$ cat src/hdl/dmcr_pkg.sv
package dmcr_pkg;

  // fixed field widths
  localparam int REG_W      = 16;
  localparam int SPEED_W    = 12;
  localparam int MSR_W      = 12;
  localparam int SP_W       = 10;
  localparam int CFG_IDX_W  = 3;
  localparam int CFG_DATA_W = 16;
  localparam int GAIN_SHIFT = 11;

  localparam logic [SP_W-1:0] SETPOINT_MAX  = 10'd800;
  localparam logic [SP_W-1:0] SETPOINT_MIN  = 10'd100;
  localparam logic [SP_W-1:0] SETPOINT_STEP = 10'd10;

  localparam logic signed [MSR_W-1:0] FWD_SPEED = 12'sd2000;

  localparam logic [7:0] INV_SAFE  = 8'h00;
  localparam logic [7:0] INV_RUN   = 8'h30;
  localparam logic [7:0] INV_START = 8'h70;

  typedef enum logic [1:0] {
    BMS_IDLE,
    BMS_PRECHARGE,
    BMS_DRIVE,
    BMS_FAULT
  } bms_state_t;

  typedef enum logic [2:0] {
    DM_OFF,
    DM_PRECHARGE,
    DM_BRAKE,
    DM_CRUISE,
    DM_FORWARD,
    DM_REVERSE,
    DM_NEUTRAL
  } drive_mode_t;

  typedef enum logic [CFG_IDX_W-1:0] {
    CFG_PEDAL_LOW,
    CFG_PEDAL_HIGH,
    CFG_PEDAL_GAIN,
    CFG_RAMP_STEP,
    CFG_LOW_SPEED_CAP,
    CFG_LOW_SPEED_LIMIT,
    CFG_CRUISE_CURRENT
  } cfg_reg_t;

  // switch and status bits of one tick
  typedef struct packed {
    logic       key_on;
    bms_state_t bms;
    logic       regen;
    logic       brake;
    logic       engage;
    logic       up;
    logic       down;
    logic       fwd;
    logic       rev;
    logic       tick;
  } drv_sw_t;

endpackage

$ cat src/hdl/dmcr_step.sv
module dmcr_step
  import dmcr_pkg::*;
#(
  parameter int PEDAL_BITS    = 12,
  parameter int FRACTION_BITS = 15
) (
  input  drv_sw_t                    sw,
  input  logic [PEDAL_BITS-1:0]      pedal_sample,
  input  logic [SPEED_W-1:0]         vehicle_speed,
  input  logic [PEDAL_BITS-1:0]      pedal_low,
  input  logic [PEDAL_BITS-1:0]      pedal_high,
  input  logic [REG_W-1:0]           pedal_gain,
  input  logic [REG_W-1:0]           ramp_step,
  input  logic [REG_W-1:0]           low_speed_cap,
  input  logic [SPEED_W-1:0]         low_speed_limit,
  input  logic [REG_W-1:0]           cruise_current,
  input  logic                       cruise_latched,
  input  logic [SP_W-1:0]            cruise_setpoint,
  input  logic [FRACTION_BITS:0]     current_level,
  input  logic [FRACTION_BITS:0]     previous_target,
  input  logic signed [MSR_W-1:0]    speed_level,
  output logic                       cruise_latched_nxt,
  output logic [SP_W-1:0]            cruise_setpoint_nxt,
  output logic [FRACTION_BITS:0]     current_level_nxt,
  output logic [FRACTION_BITS:0]     previous_target_nxt,
  output logic signed [MSR_W-1:0]    speed_level_nxt,
  output logic [7:0]                 inverter_mode,
  output drive_mode_t                drive_mode
);

  localparam int CW = FRACTION_BITS + 1;
  localparam int PW = PEDAL_BITS + REG_W + 1;
  localparam int SW = PW - GAIN_SHIFT;
  localparam int TW = (SW > CW) ? SW : CW;
  localparam int DW = ((CW > REG_W) ? CW : REG_W) + 1;
  localparam logic [TW-1:0] ONE_T = TW'(1) << FRACTION_BITS;
  localparam logic [DW-1:0] ONE_D = DW'(1) << FRACTION_BITS;
  localparam logic [PW-1:0] ROUND = PW'(1) << (GAIN_SHIFT - 1);

  logic             latch_a, latch_b;
  logic [PEDAL_BITS-1:0] lvl_hi, lvl, span;
  logic [PW-1:0]    prod;
  logic [SW-1:0]    scaled;
  logic [CW-1:0]    target, cap_sat, cruise_sat, ramped, fwd_cur;
  logic [DW-1:0]    ramped_d;
  logic             ramp_ok;
  logic [SP_W-1:0]  sp_up, sp_dn;

  // pedal window, then rounded reciprocal scaling
  always_comb begin
    lvl_hi = (pedal_sample < pedal_high) ? pedal_sample : pedal_high;
    lvl    = (lvl_hi < pedal_low) ? pedal_low : lvl_hi;
    span   = lvl - pedal_low;
    prod   = PW'(span) * PW'(pedal_gain) + ROUND;
    scaled = prod[PW-1:GAIN_SHIFT];
    target = (TW'(scaled) > ONE_T) ? CW'(ONE_T) : CW'(scaled);
  end

  always_comb begin
    cap_sat    = (DW'(low_speed_cap) > ONE_D) ? CW'(ONE_D) : CW'(low_speed_cap);
    cruise_sat = (DW'(cruise_current) > ONE_D) ? CW'(ONE_D) : CW'(cruise_current);
    ramp_ok    = DW'(target) >= (DW'(previous_target) + DW'(ramp_step));
    ramped_d   = DW'(current_level) + DW'(ramp_step);
    ramped     = (ramped_d > ONE_D) ? CW'(ONE_D) : CW'(ramped_d);
    fwd_cur    = ramp_ok ? ramped : target;
    if ((DW'(fwd_cur) > DW'(low_speed_cap)) && (vehicle_speed <= low_speed_limit)) begin
      fwd_cur = cap_sat;
    end
  end

  always_comb begin
    sp_up = (sw.up && (cruise_setpoint < SETPOINT_MAX)) ?
            cruise_setpoint + SETPOINT_STEP : cruise_setpoint;
    sp_dn = (sw.down && (sp_up > SETPOINT_MIN)) ? sp_up - SETPOINT_STEP : sp_up;
  end

  // engage latches even when the drive logic is skipped
  assign latch_a = cruise_latched | sw.engage;
  assign latch_b = latch_a & ~((lvl > pedal_low) | sw.regen | sw.brake);

  always_comb begin
    cruise_latched_nxt  = latch_a;
    cruise_setpoint_nxt = cruise_setpoint;
    current_level_nxt   = current_level;
    previous_target_nxt = previous_target;
    speed_level_nxt     = speed_level;
    inverter_mode       = INV_SAFE;
    drive_mode          = DM_OFF;
    if (!sw.key_on) begin
      current_level_nxt = '0;
      speed_level_nxt   = '0;
    end else if (sw.bms inside {BMS_IDLE, BMS_PRECHARGE}) begin
      inverter_mode = INV_START;
      drive_mode    = DM_PRECHARGE;
    end else begin
      inverter_mode       = (sw.bms == BMS_DRIVE) ? INV_RUN : INV_SAFE;
      cruise_latched_nxt  = latch_b;
      cruise_setpoint_nxt = sp_dn;
      if (sw.regen) begin
        current_level_nxt = target;
        speed_level_nxt   = '0;
        drive_mode        = DM_BRAKE;
      end else if (latch_b && (sp_dn > SETPOINT_MIN)) begin
        current_level_nxt = cruise_sat;
        speed_level_nxt   = MSR_W'(sp_dn);
        drive_mode        = DM_CRUISE;
      end else if (sw.fwd) begin
        if (sw.tick) begin
          current_level_nxt   = fwd_cur;
          previous_target_nxt = target;
        end
        speed_level_nxt = FWD_SPEED;
        drive_mode      = DM_FORWARD;
      end else if (sw.rev) begin
        current_level_nxt = target;
        speed_level_nxt   = -FWD_SPEED;
        drive_mode        = DM_REVERSE;
      end else begin
        current_level_nxt = '0;
        speed_level_nxt   = '0;
        drive_mode        = DM_NEUTRAL;
      end
    end
  end

endmodule

$ cat src/hdl/drive_mode_current_reference.sv
// channel   | handshake            | payload
// ----------+----------------------+-------------------------------------------
// input     | in_valid / in_ready  | switches, bms state, pedal sample, speed
// result    | out_valid / out_ready| cur_ref, motor_speed_ref, modes
// config    | cfg_wr_en            | cfg_index, cfg_data (no read-back)
//
// one word per cycle sustained while out_ready is high; a word goes from the input
// register through one pass of the pedal multiply and mode mux into the result
// register, and waits in the input register while the result is not taken.
// synchronous active-low reset restores register defaults, clears valid and drive state.
// input is still taken while a result waits, until the input register is full.
module drive_mode_current_reference
  import dmcr_pkg::*;
#(
  parameter int PEDAL_BITS    = 12,
  parameter int FRACTION_BITS = 15
) (
  input  logic                    clk,
  input  logic                    rst_n,
  input  logic                    in_valid,
  output logic                    in_ready,
  input  logic                    in_key_on,
  input  logic [1:0]              in_bms_state,
  input  logic [PEDAL_BITS-1:0]   in_pedal_sample,
  input  logic                    in_regen_brake,
  input  logic                    in_brake_pedal,
  input  logic                    in_cruise_engage,
  input  logic                    in_cruise_up,
  input  logic                    in_cruise_down,
  input  logic                    in_drive_forward,
  input  logic                    in_drive_reverse,
  input  logic                    in_limit_tick,
  input  logic [SPEED_W-1:0]      in_vehicle_speed,
  output logic                    out_valid,
  input  logic                    out_ready,
  output logic [FRACTION_BITS:0]  out_cur_ref,
  output logic signed [MSR_W-1:0] out_motor_speed_ref,
  output logic [7:0]              out_inverter_mode,
  output logic [2:0]              out_drive_mode,
  input  logic                    cfg_wr_en,
  input  logic [CFG_IDX_W-1:0]    cfg_index,
  input  logic [CFG_DATA_W-1:0]   cfg_data
);

  localparam int CW = FRACTION_BITS + 1;
  localparam logic [CW-1:0] ONE_Q = CW'(1) << FRACTION_BITS;

  // configuration
  logic [PEDAL_BITS-1:0] pedal_low_r, pedal_high_r;
  logic [REG_W-1:0]      pedal_gain_r, ramp_step_r, low_speed_cap_r, cruise_current_r;
  logic [SPEED_W-1:0]    low_speed_limit_r;

  // input stage
  logic                  in_vld_r;
  drv_sw_t               in_sw_r;
  logic [PEDAL_BITS-1:0] in_pedal_r;
  logic [SPEED_W-1:0]    in_speed_r;

  // drive state
  logic                  latched_r, latched_nxt;
  logic [SP_W-1:0]       setpoint_r, setpoint_nxt;
  logic [CW-1:0]         cur_r, cur_nxt;
  logic [CW-1:0]         prev_tgt_r, prev_tgt_nxt;
  logic signed [MSR_W-1:0] spd_r, spd_nxt;

  logic [7:0]            inv_mode;
  drive_mode_t           dmode;
  logic                  move;

  assign move     = in_vld_r && (!out_valid || out_ready);
  assign in_ready = !in_vld_r || move;

  always_ff @(posedge clk) begin
    if (!rst_n) begin
      pedal_low_r       <= PEDAL_BITS'(200);
      pedal_high_r      <= PEDAL_BITS'(3530);
      pedal_gain_r      <= 16'd20153;
      ramp_step_r       <= 16'd1638;
      low_speed_cap_r   <= 16'd16384;
      low_speed_limit_r <= 12'd200;
      cruise_current_r  <= 16'd6554;
    end else if (cfg_wr_en) begin
      case (cfg_reg_t'(cfg_index))
        CFG_PEDAL_LOW:       pedal_low_r       <= cfg_data[PEDAL_BITS-1:0];
        CFG_PEDAL_HIGH:      pedal_high_r      <= cfg_data[PEDAL_BITS-1:0];
        CFG_PEDAL_GAIN:      pedal_gain_r      <= cfg_data[REG_W-1:0];
        CFG_RAMP_STEP:       ramp_step_r       <= cfg_data[REG_W-1:0];
        CFG_LOW_SPEED_CAP:   low_speed_cap_r   <= cfg_data[REG_W-1:0];
        CFG_LOW_SPEED_LIMIT: low_speed_limit_r <= cfg_data[SPEED_W-1:0];
        CFG_CRUISE_CURRENT:  cruise_current_r  <= cfg_data[REG_W-1:0];
        default: ;
      endcase
    end
  end

  always_ff @(posedge clk) begin
    if (!rst_n) begin
      in_vld_r <= 1'b0;
    end else if (in_ready) begin
      in_vld_r <= in_valid;
    end
  end

  always_ff @(posedge clk) begin
    if (in_ready && in_valid) begin
      in_sw_r.key_on   <= in_key_on;
      in_sw_r.bms      <= bms_state_t'(in_bms_state);
      in_sw_r.regen    <= in_regen_brake;
      in_sw_r.brake    <= in_brake_pedal;
      in_sw_r.engage   <= in_cruise_engage;
      in_sw_r.up       <= in_cruise_up;
      in_sw_r.down     <= in_cruise_down;
      in_sw_r.fwd      <= in_drive_forward;
      in_sw_r.rev      <= in_drive_reverse;
      in_sw_r.tick     <= in_limit_tick;
      in_pedal_r       <= in_pedal_sample;
      in_speed_r       <= in_vehicle_speed;
    end
  end

  dmcr_step #(
    .PEDAL_BITS   (PEDAL_BITS),
    .FRACTION_BITS(FRACTION_BITS)
  ) u_step (
    .sw                 (in_sw_r),
    .pedal_sample       (in_pedal_r),
    .vehicle_speed      (in_speed_r),
    .pedal_low          (pedal_low_r),
    .pedal_high         (pedal_high_r),
    .pedal_gain         (pedal_gain_r),
    .ramp_step          (ramp_step_r),
    .low_speed_cap      (low_speed_cap_r),
    .low_speed_limit    (low_speed_limit_r),
    .cruise_current     (cruise_current_r),
    .cruise_latched     (latched_r),
    .cruise_setpoint    (setpoint_r),
    .current_level      (cur_r),
    .previous_target    (prev_tgt_r),
    .speed_level        (spd_r),
    .cruise_latched_nxt (latched_nxt),
    .cruise_setpoint_nxt(setpoint_nxt),
    .current_level_nxt  (cur_nxt),
    .previous_target_nxt(prev_tgt_nxt),
    .speed_level_nxt    (spd_nxt),
    .inverter_mode      (inv_mode),
    .drive_mode         (dmode)
  );

  always_ff @(posedge clk) begin
    if (!rst_n) begin
      latched_r  <= 1'b0;
      setpoint_r <= '0;
      cur_r      <= '0;
      prev_tgt_r <= '0;
      spd_r      <= '0;
    end else if (move) begin
      latched_r  <= latched_nxt;
      setpoint_r <= setpoint_nxt;
      cur_r      <= cur_nxt;
      prev_tgt_r <= prev_tgt_nxt;
      spd_r      <= spd_nxt;
    end
  end

  always_ff @(posedge clk) begin
    if (!rst_n) begin
      out_valid <= 1'b0;
    end else if (move) begin
      out_valid <= 1'b1;
    end else if (out_ready) begin
      out_valid <= 1'b0;
    end
  end

  // results carry the updated levels
  always_ff @(posedge clk) begin
    if (move) begin
      out_cur_ref         <= cur_nxt;
      out_motor_speed_ref <= spd_nxt;
      out_inverter_mode   <= inv_mode;
      out_drive_mode      <= dmode;
    end
  end

  a_stall_only_when_full: assert property (@(posedge clk) disable iff (!rst_n)
    !in_ready |-> (in_vld_r && out_valid && !out_ready))
    else $error("input stalled while pipeline has room");

  a_off_is_zero: assert property (@(posedge clk) disable iff (!rst_n)
    (out_valid && (out_drive_mode == DM_OFF)) |->
    ((out_cur_ref == '0) && (out_motor_speed_ref == '0) &&
     (out_inverter_mode == INV_SAFE)))
    else $error("power-off word carries nonzero fields");

  a_ref_saturates: assert property (@(posedge clk) disable iff (!rst_n)
    out_valid |-> (out_cur_ref <= ONE_Q))
    else $error("current reference above one");

  a_precharge_holds: assert property (@(posedge clk) disable iff (!rst_n)
    (move && in_sw_r.key_on &&
     ((in_sw_r.bms == BMS_IDLE) || (in_sw_r.bms == BMS_PRECHARGE))) |=>
    ((cur_r == $past(cur_r)) && (spd_r == $past(spd_r)) &&
     (setpoint_r == $past(setpoint_r))))
    else $error("drive state changed during precharge");

  a_setpoint_range: assert property (@(posedge clk) disable iff (!rst_n)
    setpoint_r <= SETPOINT_MAX)
    else $error("cruise setpoint out of range");

endmodule
$ cat config.mk
export PLATFORM = sky130hd
export DESIGN_NAME = drive_mode_current_reference
export DESIGN_NICKNAME = d
export VERILOG_FILES = /design/src/hdl/dmcr_pkg.sv /design/src/hdl/dmcr_step.sv /design/src/hdl/drive_mode_current_reference.sv
export SDC_FILE = /design/constraint.sdc
export NUM_CORES = 1
export LEC_CHECK = 0
export BUFFER_PORTS_ARGS = -buffer_cell sky130_fd_sc_hd__buf_2
export CAP_MARGIN = 30
export CORE_MARGIN = 4
export CORE_UTILIZATION = 35
export DETAILED_ROUTE_END_ITERATION = 8
export SLEW_MARGIN = 20
export SYNTH_ARGS = -nofsm -noshare
export SYNTH_HDL_FRONTEND = slang
export SYNTH_SLANG_ARGS = --single-unit
$ cat constraint.sdc
create_clock -name clk -period 15.8 [get_ports clk]
set_input_delay 1.58 -clock clk [delete_from_list [all_inputs] [get_ports clk]]
set_output_delay 1.58 -clock clk [all_outputs]
set_load 0.05 [all_outputs]
Word-level counts from Yosys, hierarchy flattened
Cells that the tools add are included.
{"block": "classes", "n_reduce_logical": 25, "bitwise_logic": 9, "n_eq_ne": 8, "add_sub_neg": 6, "n_mux": 34, "magnitude_cmp": 13, "multipliers": 1}
{"op": "16-bit two-way mux", "n": 13}
{"op": "12-bit two-way mux", "n": 8}
{"op": "16-bit by 16-bit adder with 17-bit output", "n": 2}
{"op": "16-bit greater-than comparator, second input constant", "n": 2}
{"op": "28-bit by 11-bit adder with 29-bit output, second input constant", "n": 1}
{"op": "12-bit by 16-bit multiplier with 28-bit output", "n": 1}
{"op": "12-bit less-than comparator", "n": 2}
{"op": "10-bit by 7-bit greater-than comparator with 1-bit output, second input constant", "n": 2}
{"op": "10-bit two-way mux", "n": 2}
{"op": "18-bit by 16-bit greater-than comparator with 1-bit output, second input constant", "n": 1}
{"op": "16-bit by 17-bit greater-or-equal comparator with 1-bit output", "n": 1}
{"op": "17-bit by 16-bit greater-than comparator with 1-bit output, second input constant", "n": 1}
{"op": "16-bit greater-than comparator", "n": 1}
{"op": "2-bit AND reduction", "n": 7}
{"op": "12-bit greater-than comparator", "n": 1}
{"op": "12-bit less-or-equal comparator", "n": 1}
{"op": "12-bit subtractor", "n": 1}
{"op": "10-bit by 4-bit adder with 10-bit output, second input constant", "n": 1}
{"op": "10-bit less-than comparator, second input constant", "n": 1}
{"op": "10-bit by 4-bit subtractor with 10-bit output, second input constant", "n": 1}
{"op": "3-bit equality test, second input constant", "n": 3}
{"op": "2-bit two-way mux", "n": 4}
{"op": "7-bit two-way mux", "n": 1}
{"op": "7-bit AND reduction", "n": 1}
{"op": "other kinds (18)", "n": 37}
{"block": "totals", "register_bits": 231, "input_bits": 59, "out_inout_bits": 41}

Logic depth before layout (Yosys ltp)
Gate-level depths: netlist of run 1.
{"block": "depth", "word_depth": 20, "mapped_depth": 81, "mapped_depth_nobuf": 75}

Cells and area by module
Synthesis of run 1 repeated with hierarchy kept, for this count alone.
{"block": "hier_totals", "cells_unflattened": 2563, "area_unflattened_um2": 21889.7}
{"module": "dmcr_step", "area_each_um2": 14018.4, "cells_each": 1878, "instances": 1, "seq_area_each_um2": 0.0}
{"module": "drive_mode_current_reference", "area_each_um2": 7871.3, "cells_each": 685, "instances": 1, "seq_area_each_um2": 5365.1}

Worst setup path before layout of run 1
OpenSTA, ideal clock, no wires.
{"block": "synth_timing", "kind": "reg-to-reg", "from": "register in_pedal_r[1]", "to": "register out_cur_ref[15] (data pin)", "path_stages_with_launch": 78, "setup_ns": 0.259, "slack_ns": -0.592, "path_buffers": 7, "arrival_ns": 16.133, "required_time_ns": 15.541, "cell_sequence": "edfxtp_1 ha_1 a21o_1 a21o_1 a21o_1 a21o_1 a211oi_1 o31ai_1 clkbuf_1 mux2_2 ha_1 a21o_1 a21o_1 a21o_1 a21o_1 a21oi_1 nor2b_1 o21ai_0 (+42 left out) o21ai_0 clkbuf_1 nand3_1 clkbuf_1 o22ai_1 ha_1 nor2b_1 o21a_1 o21bai_1 a31oi_1 o21ai_0 or2_0 clkbuf_1 nor2_1 a311oi_1 o22ai_1 a41oi_1 nand2_1"}
{"block": "synth_via", "elab_chain_len": 20, "word_cells_on_any_way": 27, "classes_between": "add/sub (2); mul (1); order compare (6); mux (12); bitwise (4); reduce/logical (2)"}
{"item": "start: declaration", "line": "drive_mode_current_reference.sv:56", "rtl": "logic [PEDAL_BITS-1:0] in_pedal_r;"}
{"item": "start signal: assignment", "line": "drive_mode_current_reference.sv:116", "rtl": "in_pedal_r <= in_pedal_sample;"}
{"item": "12-bit less-than comparator", "line": "dmcr_step.sv:51", "rtl": "lvl_hi = (pedal_sample < pedal_high) ? pedal_sample : pedal_high;"}
{"item": "12-bit two-way mux *", "line": "dmcr_step.sv:51"}
{"item": "12-bit less-than comparator", "line": "dmcr_step.sv:52", "rtl": "lvl = (lvl_hi < pedal_low) ? pedal_low : lvl_hi;"}
{"item": "12-bit two-way mux *", "line": "dmcr_step.sv:52"}
{"item": "12-bit subtractor *", "line": "dmcr_step.sv:53", "rtl": "span = lvl - pedal_low;"}
{"item": "12-bit by 16-bit multiplier with 28-bit output *", "line": "dmcr_step.sv:54", "rtl": "prod = PW'(span) * PW'(pedal_gain) + ROUND;"}
{"item": "28-bit by 11-bit adder with 29-bit output *", "line": "dmcr_step.sv:54"}
{"item": "18-bit by 16-bit greater-than comparator with 1-bit output", "line": "dmcr_step.sv:56", "rtl": "target = (TW'(scaled) > ONE_T) ? CW'(ONE_T) : CW'(scaled);"}
{"item": "(+1 left out)"}
{"item": "named net u_step.target[14]", "line": "dmcr_step.sv:44", "rtl": "logic [CW-1:0] target, cap_sat, cruise_sat, ramped, fwd_cur;"}
{"item": "(+4 left out)"}
{"item": "16-bit two-way mux *", "line": "dmcr_step.sv:66", "rtl": "if ((DW'(fwd_cur) > DW'(low_speed_cap)) && (vehicle_speed <= low_speed_limit)) begin"}
{"item": "16-bit two-way mux *", "line": "dmcr_step.sv:108", "rtl": "if (sw.tick) begin"}
{"item": "16-bit two-way mux *", "line": "dmcr_step.sv:107", "rtl": "end else if (sw.fwd) begin"}
{"item": "16-bit two-way mux *", "line": "dmcr_step.sv:103", "rtl": "end else if (latch_b && (sp_dn > SETPOINT_MIN)) begin"}
{"item": "16-bit two-way mux *", "line": "dmcr_step.sv:99", "rtl": "if (sw.regen) begin"}
{"item": "16-bit two-way mux *", "line": "dmcr_step.sv:92", "rtl": "end else if (sw.bms inside {BMS_IDLE, BMS_PRECHARGE}) begin"}
{"item": "16-bit two-way mux *", "line": "dmcr_step.sv:89", "rtl": "if (!sw.key_on) begin"}
{"item": "named net cur_nxt[15]", "line": "drive_mode_current_reference.sv:62", "rtl": "logic [CW-1:0] cur_r, cur_nxt;"}
{"item": "end signal: assignment", "line": "drive_mode_current_reference.sv:178", "rtl": "out_cur_ref <= cur_nxt;"}
{"item": "end: declaration", "line": "drive_mode_current_reference.sv:36", "rtl": "output logic [FRACTION_BITS:0] out_cur_ref,"}
The timed path passes the listed nets; every way through them passes the cells marked *.
A chain may end at the register's enable or synchronous reset.

Worst setup path after layout of run 1
{"block": "layout_timing", "from": "register in_pedal_r[1]", "to": "register out_cur_ref[11] (data pin)"}
Same word-level chain as after synthesis.

==> results_dict.tcl, run 1 <==
set metrics [dict create \
    status "finished, final reports clean" \
    num_antenna_cells 0 \
    synth.most_common_cell "nand2_1" \
    critPathRequiredTime_ps 16100 \
    synth-seq-cells 224 \
    insertion_delay_ps 550 \
    grt_usage_pct 20.3 \
    root_buffer "clkbuf_16" \
    yosys_warnings 0 \
    ys_async_sr_fraction_pct 0 \
    rows 88 \
    timing.max_slew.rel_slack_pct 37.2 \
    detail_route.wl_per_cell_um 18.9 \
    synth-edff-count 68 \
    initial_utilization_pct 35.5 \
    whs_ps 463 \
    die_area_mm2 0.0628 \
    endpoint_kind "flip-flop" \
    crit_top_cell "a21o_1" \
    chipHeight_um 251 \
    hold_buffers 0 \
    synth.distinct_cells 84 \
    critPathTopFamily "compound AO/OA/AOI/OAI gates" \
    gp_congestion 0.969 \
    cp.arrival_ps 15920 \
    dpl-instance-area_mm2 0.0232 \
    min_period_ps 15620 \
    antenna_left 0 \
    cts-htree-levels 1 \
    syn_to_final_growth_pct 23.8 \
    fmax_mhz 64.0 \
    dpl.hpwl_um 51200 \
    dr.pass1.iters 5 \
    cp_slowest_cell "or4_4" \
    fin_crit_sh_pct 98.8 \
    design_area_mm2 0.0255 \
    layout.nets 3108 \
    post_drt_via_cell_ratio 5.33 \
    cts_sinks 224 \
    antenna_found_initial 1 \
    rsz0062_at_grt "true" \
    crit_type "flip-flop to flip-flop" \
    syn_avg_cell_area_um2 8.44 \
    path_clk_slew_ps 60 \
    clockBufferDepth 3 \
    max_cap_violations 0 \
    hold_viol 0 \
    synth.area.top_cells "dfxtp_1, fa_1, ha_1" \
    synth_ff_type "dfxtp_1" \
    overflow 0 \
    ys_seq_area_share_pct 25.1 \
    final_max_slew_viol_count 0 \
    drive_gt1_share_pct 21.8 \
    setup_viol 0 \
    synth_commonest_cells "nand2_1, inv_1, ha_1" \
    io_buffer_count 94 \
    finClkSkew_ps 32.0 \
    synth_top_area_share_pct 15.2 \
    tritoncts "yes" \
    netlist_area_mm2 0.0206 \
    cpPeakStageDelay_ps 550 \
    numCtsBuffers 25 \
    grt_max_degree 80 \
    grt_pass1_wl_um 103000 \
    vias 18700 \
    start_kind "flip-flop" \
    drt_iter0_drc 1181 \
    hp-class "flip-flop to flip-flop" \
    path_max_fanout 8 \
    drc 0 \
    io_pins 100 \
    yosysTopAreaCell "dfxtp_1" \
    crit_buf_inv 10 \
    core_mm2 0.0580 \
    routed_wirelength_um 66100 \
    grt_pass1_vias 18800 \
    worst_pin_slew_ps 918 \
    syn_inst 2442 \
    die_w_um 251 \
]
## state kept, by name, indices dropped and copies added, names as in the netlist, 16 cells and up
signal and count:
cruise_current_r 16, low_speed_cap_r 16, ramp_step_r 16, pedal_gain_r 16, cur_r 16, out_cur_ref 16
prev_tgt_r 16
## through the flow
stage	utilization, %	setup TNS, ps	instances	setup slack, ps
4_1_cts	42.2	0	3466	32.5
5_1_grt	44.0	-10480	3498	-520
3_3_place_gp	40.0	-15550	3400	-752
3_5_place_dp	40.0	-33430	3402	-1300
6_report	44.0	0	3498	183
2_1_floorplan	-	0	2446	15.4
## tightest hold or removal path: stages (launching register included)
cell     delay [ps]
dfxtp_1         310
nand2_1          50
a21oi_1          50
## area by class of cell
type | count | area (µm²)
Clock inverter | 13 | 133
Fill cell | 5570 | 32500
Inverter | 268 | 1010
Sequential cell | 224 | 5170
Tap cell | 765 | 957
Clock buffer | 32 | 693
Timing Repair Buffer | 364 | 2610
Multi-Input combinational cell | 1832 | 14900
## metal layers
metal / vias to the layer above / global-route usage, % / routed length [µm]
met5: - / 0 / 13
met4: 2 / 6.94 / 2310
met3: 117 / 3.21 / 4030
met2: 543 / 33.8 / 30900
met1: 9103 / 27.0 / 28900
li1: 8891 / - / -
## cells in the final DEF, fill, tap and decap left out, types with 22 or more instances in the layout
cell type,n
ha_1,166
a21oi_1,97
clkbuf_16,27
nand2_1,399
and2_1,66
xor2_1,32
o211ai_1,26
nand4_1,23
nor2_1,119
edfxtp_1,68
a21o_1,36
xnor2_1,32
inv_1,257
o21ai_0,58
nand3_1,57
nor2b_1,24
nand2b_1,53
dfxtp_1,155
buf_4,245
fa_1,135
a21boi_0,45
buf_2,94
mux2i_1,22
buf_6,23
## cell families after synthesis
family / share of synthesized area (%)
AOI/OAI and AO/OA: 16.9
xor gates and xnor gates: 2.76
adders and majority gates: 25.5
buffers and inverters: 7.37
DFF: 25.1
muxes: 2.47
other: 0.0182
and+or+nand+nor: 19.9
## what timing repair did
action / 4_1_cts / 5_1_grt
buffers inserted: 18 / 31
resized for setup: 70 / 163
setup endpoints to repair: 32 / 32
pin swaps: 29 / 156
gates cloned: 1 / 1
## worst paths after layout
check / start / endpoint / slack [ps] / depth (start not counted)
worst max-delay path: in_pedal_r[1] / out_cur_ref[11] / 180 / 77
worst min-delay path: low_speed_limit_r[11] / low_speed_limit_r[11] / 460 / 2
worst min register to register: low_speed_limit_r[11] / low_speed_limit_r[11] / 460 / 2
worst max register to register: in_pedal_r[1] / out_cur_ref[11] / 180 / 77
Power of run 1 is not shown: default switching activity piles up to over one toggle a cycle in this logic, so the estimate is an artifact.
==> inputs of run 2 (changes only) <==
--- a/config.mk
+++ b/config.mk
@@ -7,9 +7,9 @@
 export LEC_CHECK = 0
 export BUFFER_PORTS_ARGS = -buffer_cell sky130_fd_sc_hd__buf_2
 export CAP_MARGIN = 30
-export CORE_MARGIN = 4
 export CORE_UTILIZATION = 35
 export DETAILED_ROUTE_END_ITERATION = 8
+export RECOVER_POWER = 100
 export SLEW_MARGIN = 20
 export SYNTH_ARGS = -nofsm -noshare
 export SYNTH_HDL_FRONTEND = slang
==> run 2 against run 1 <==
The run now ends with max-capacitance violations, max-slew violations left. Count of clock-buffer cells in the layout is 1 higher. First-iteration DRC count is 13% higher. Fmax is 1.1% higher. Largest cell class unchanged.
==> results_dict.tcl, run 2 (synthesis results as in run 1) <==
set metrics [dict create \
    numCtsBuffers 27 \
    min_period_ps 15450 \
    crit-reg2reg-launch "in_pedal_r[1]" \
    grt_pass1_vias 18600 \
    timing.max_slew.rel_slack_pct -166 \
    crit_top_cell "a21o_1" \
    path_clk_slew_ps 60 \
    grt_pass1_wl_um 106000 \
    fmax_mhz 64.7 \
    cts_sinks 224 \
    hp-class "flip-flop to flip-flop" \
    finClkSkew_ps 24.5 \
    cpPeakStageDelay_ps 520 \
    dpl.hpwl_um 52300 \
    endpoint_kind "flip-flop" \
    mostFrequentLayoutCells "nand2_1, buf_4, inv_1" \
    status "complete, but fails checks" \
    r2r_end "out_cur_ref[10]" \
    antenna_found_initial 0 \
    post_drt_via_cell_ratio 5.38 \
    fin_crit_sh_pct 97.8 \
    io_pins 100 \
    num_antenna_cells 0 \
    drt_iter0_drc 1331 \
    layout.nets 3118 \
    chipHeight_um 245 \
    crit_type "flip-flop to flip-flop" \
    final_max_slew_viol_count 183 \
    worst_pin_slew_ps 3980 \
    dr.pass1.iters 5 \
    overflow 0 \
    critPathRequiredTime_ps 16130 \
    whs_ps 463 \
    start_kind "flip-flop" \
    hold_depth 2 \
    syn_to_final_growth_pct 25.2 \
    drive_gt1_share_pct 21.6 \
    antenna_left 0 \
    rows 88 \
    grt_usage_pct 22.4 \
    layout_commonest_cell "nand2_1" \
    cp_slowest_cell "fa_1" \
    ff2ff_path_depth 83 \
    path_max_fanout 5 \
    hold_buffers 0 \
    drc 0 \
    cp.arrival_ps 15780 \
    vias 18900 \
    r2r_slack_ps 350 \
    setup_viol 0 \
    holdPathEnd "low_speed_limit_r[5]" \
    die_area_mm2 0.0598 \
    insertion_delay_ps 580 \
    tritoncts "yes" \
    initial_utilization_pct 35.6 \
    rsz0062_at_grt "true" \
    cts-htree-levels 1 \
    routed_wirelength_um 68400 \
    max_cap_violations 3 \
    gp_congestion 0.976 \
    violations "max-capacitance violations, max-slew violations" \
    dpl-instance-area_mm2 0.0233 \
    detail_route.wl_per_cell_um 19.5 \
    hold_viol 0 \
    core_mm2 0.0579 \
    clockBufferDepth 3 \
    root_buffer "clkbuf_16" \
    grt_max_degree 91 \
    die_w_um 245 \
    final_core_util_pct 44.5 \
    fillers 5700 \
    io_buffer_count 94 \
    design_area_mm2 0.0258 \
    hp-start "low_speed_limit_r[5]" \
]
## run 2: per-layer routing
metal	track usage, %	vias up	part of all wire, %
met3	2.21	133	4.9
met2	37.9	520	48
met1	30.2	9314	44
met5	0	-	0
li1	-	8915	-
met4	6.45	0	3.1
## run 2: repair_timing
| item | in CTS | in global routing |
|---|---|---|
| cloned | 2 | 1 |
| pin swaps | 43 | 137 |
| endpoints found under the setup margin | 32 | 32 |
| gates resized for setup | 84 | 192 |
| setup buffers | 19 | 27 |
## run 2: area by class of cell
type | instances | area (µm²) | area share (%)
clock inverters | 17 | 156 | 0.607
inverters | 268 | 1010 | 3.92
clock buffers | 33 | 718 | 2.79
flip-flops and latches | 224 | 5170 | 20.0
repair buffers | 372 | 2580 | 10.0
well taps | 765 | 957 | 3.71
multi-input cells | 1832 | 15200 | 58.9
## run 2: critical path: cells and delay by family, from the launching register on
| kind | cells | cell delay (ps) |
|---|---|---|
| buf+inv | 16 | 2050 |
| mux | 2 | 490 |
| fa+ha+maj | 11 | 3990 |
| simple gates | 19 | 2210 |
| compound gates | 34 | 5930 |
| xor+xnor | 1 | 160 |
| flops | 1 | 400 |
## run 2: metrics by stage
step | worst slack (ps) | setup TNS, ps | std cells
after global placement | -980 | -24970 | 3410
final | 348 | 0 | 3511
after floorplan | 15.4 | 0 | 2446
after global routing | -278 | -4220 | 3511
after detailed placement | -1300 | -32970 | 3414
after CTS | 6.25 | 0 | 3485
## run 2: how the worst max path moves through the flow
stage | start | endpoint | cells after the start
after floorplan | in_pedal_r[1] | out_cur_ref[11] | 75
after global placement | pedal_high_r[1] | out_cur_ref[9] | 73
after detailed placement | in_pedal_r[1] | out_cur_ref[11] | 75
after CTS | pedal_high_r[1] | out_cur_ref[11] | 79
after global routing | in_pedal_r[1] | out_cur_ref[11] | 77
final | in_pedal_r[1] | out_cur_ref[10] | 83
Power of run 2 is left out for the same reason.
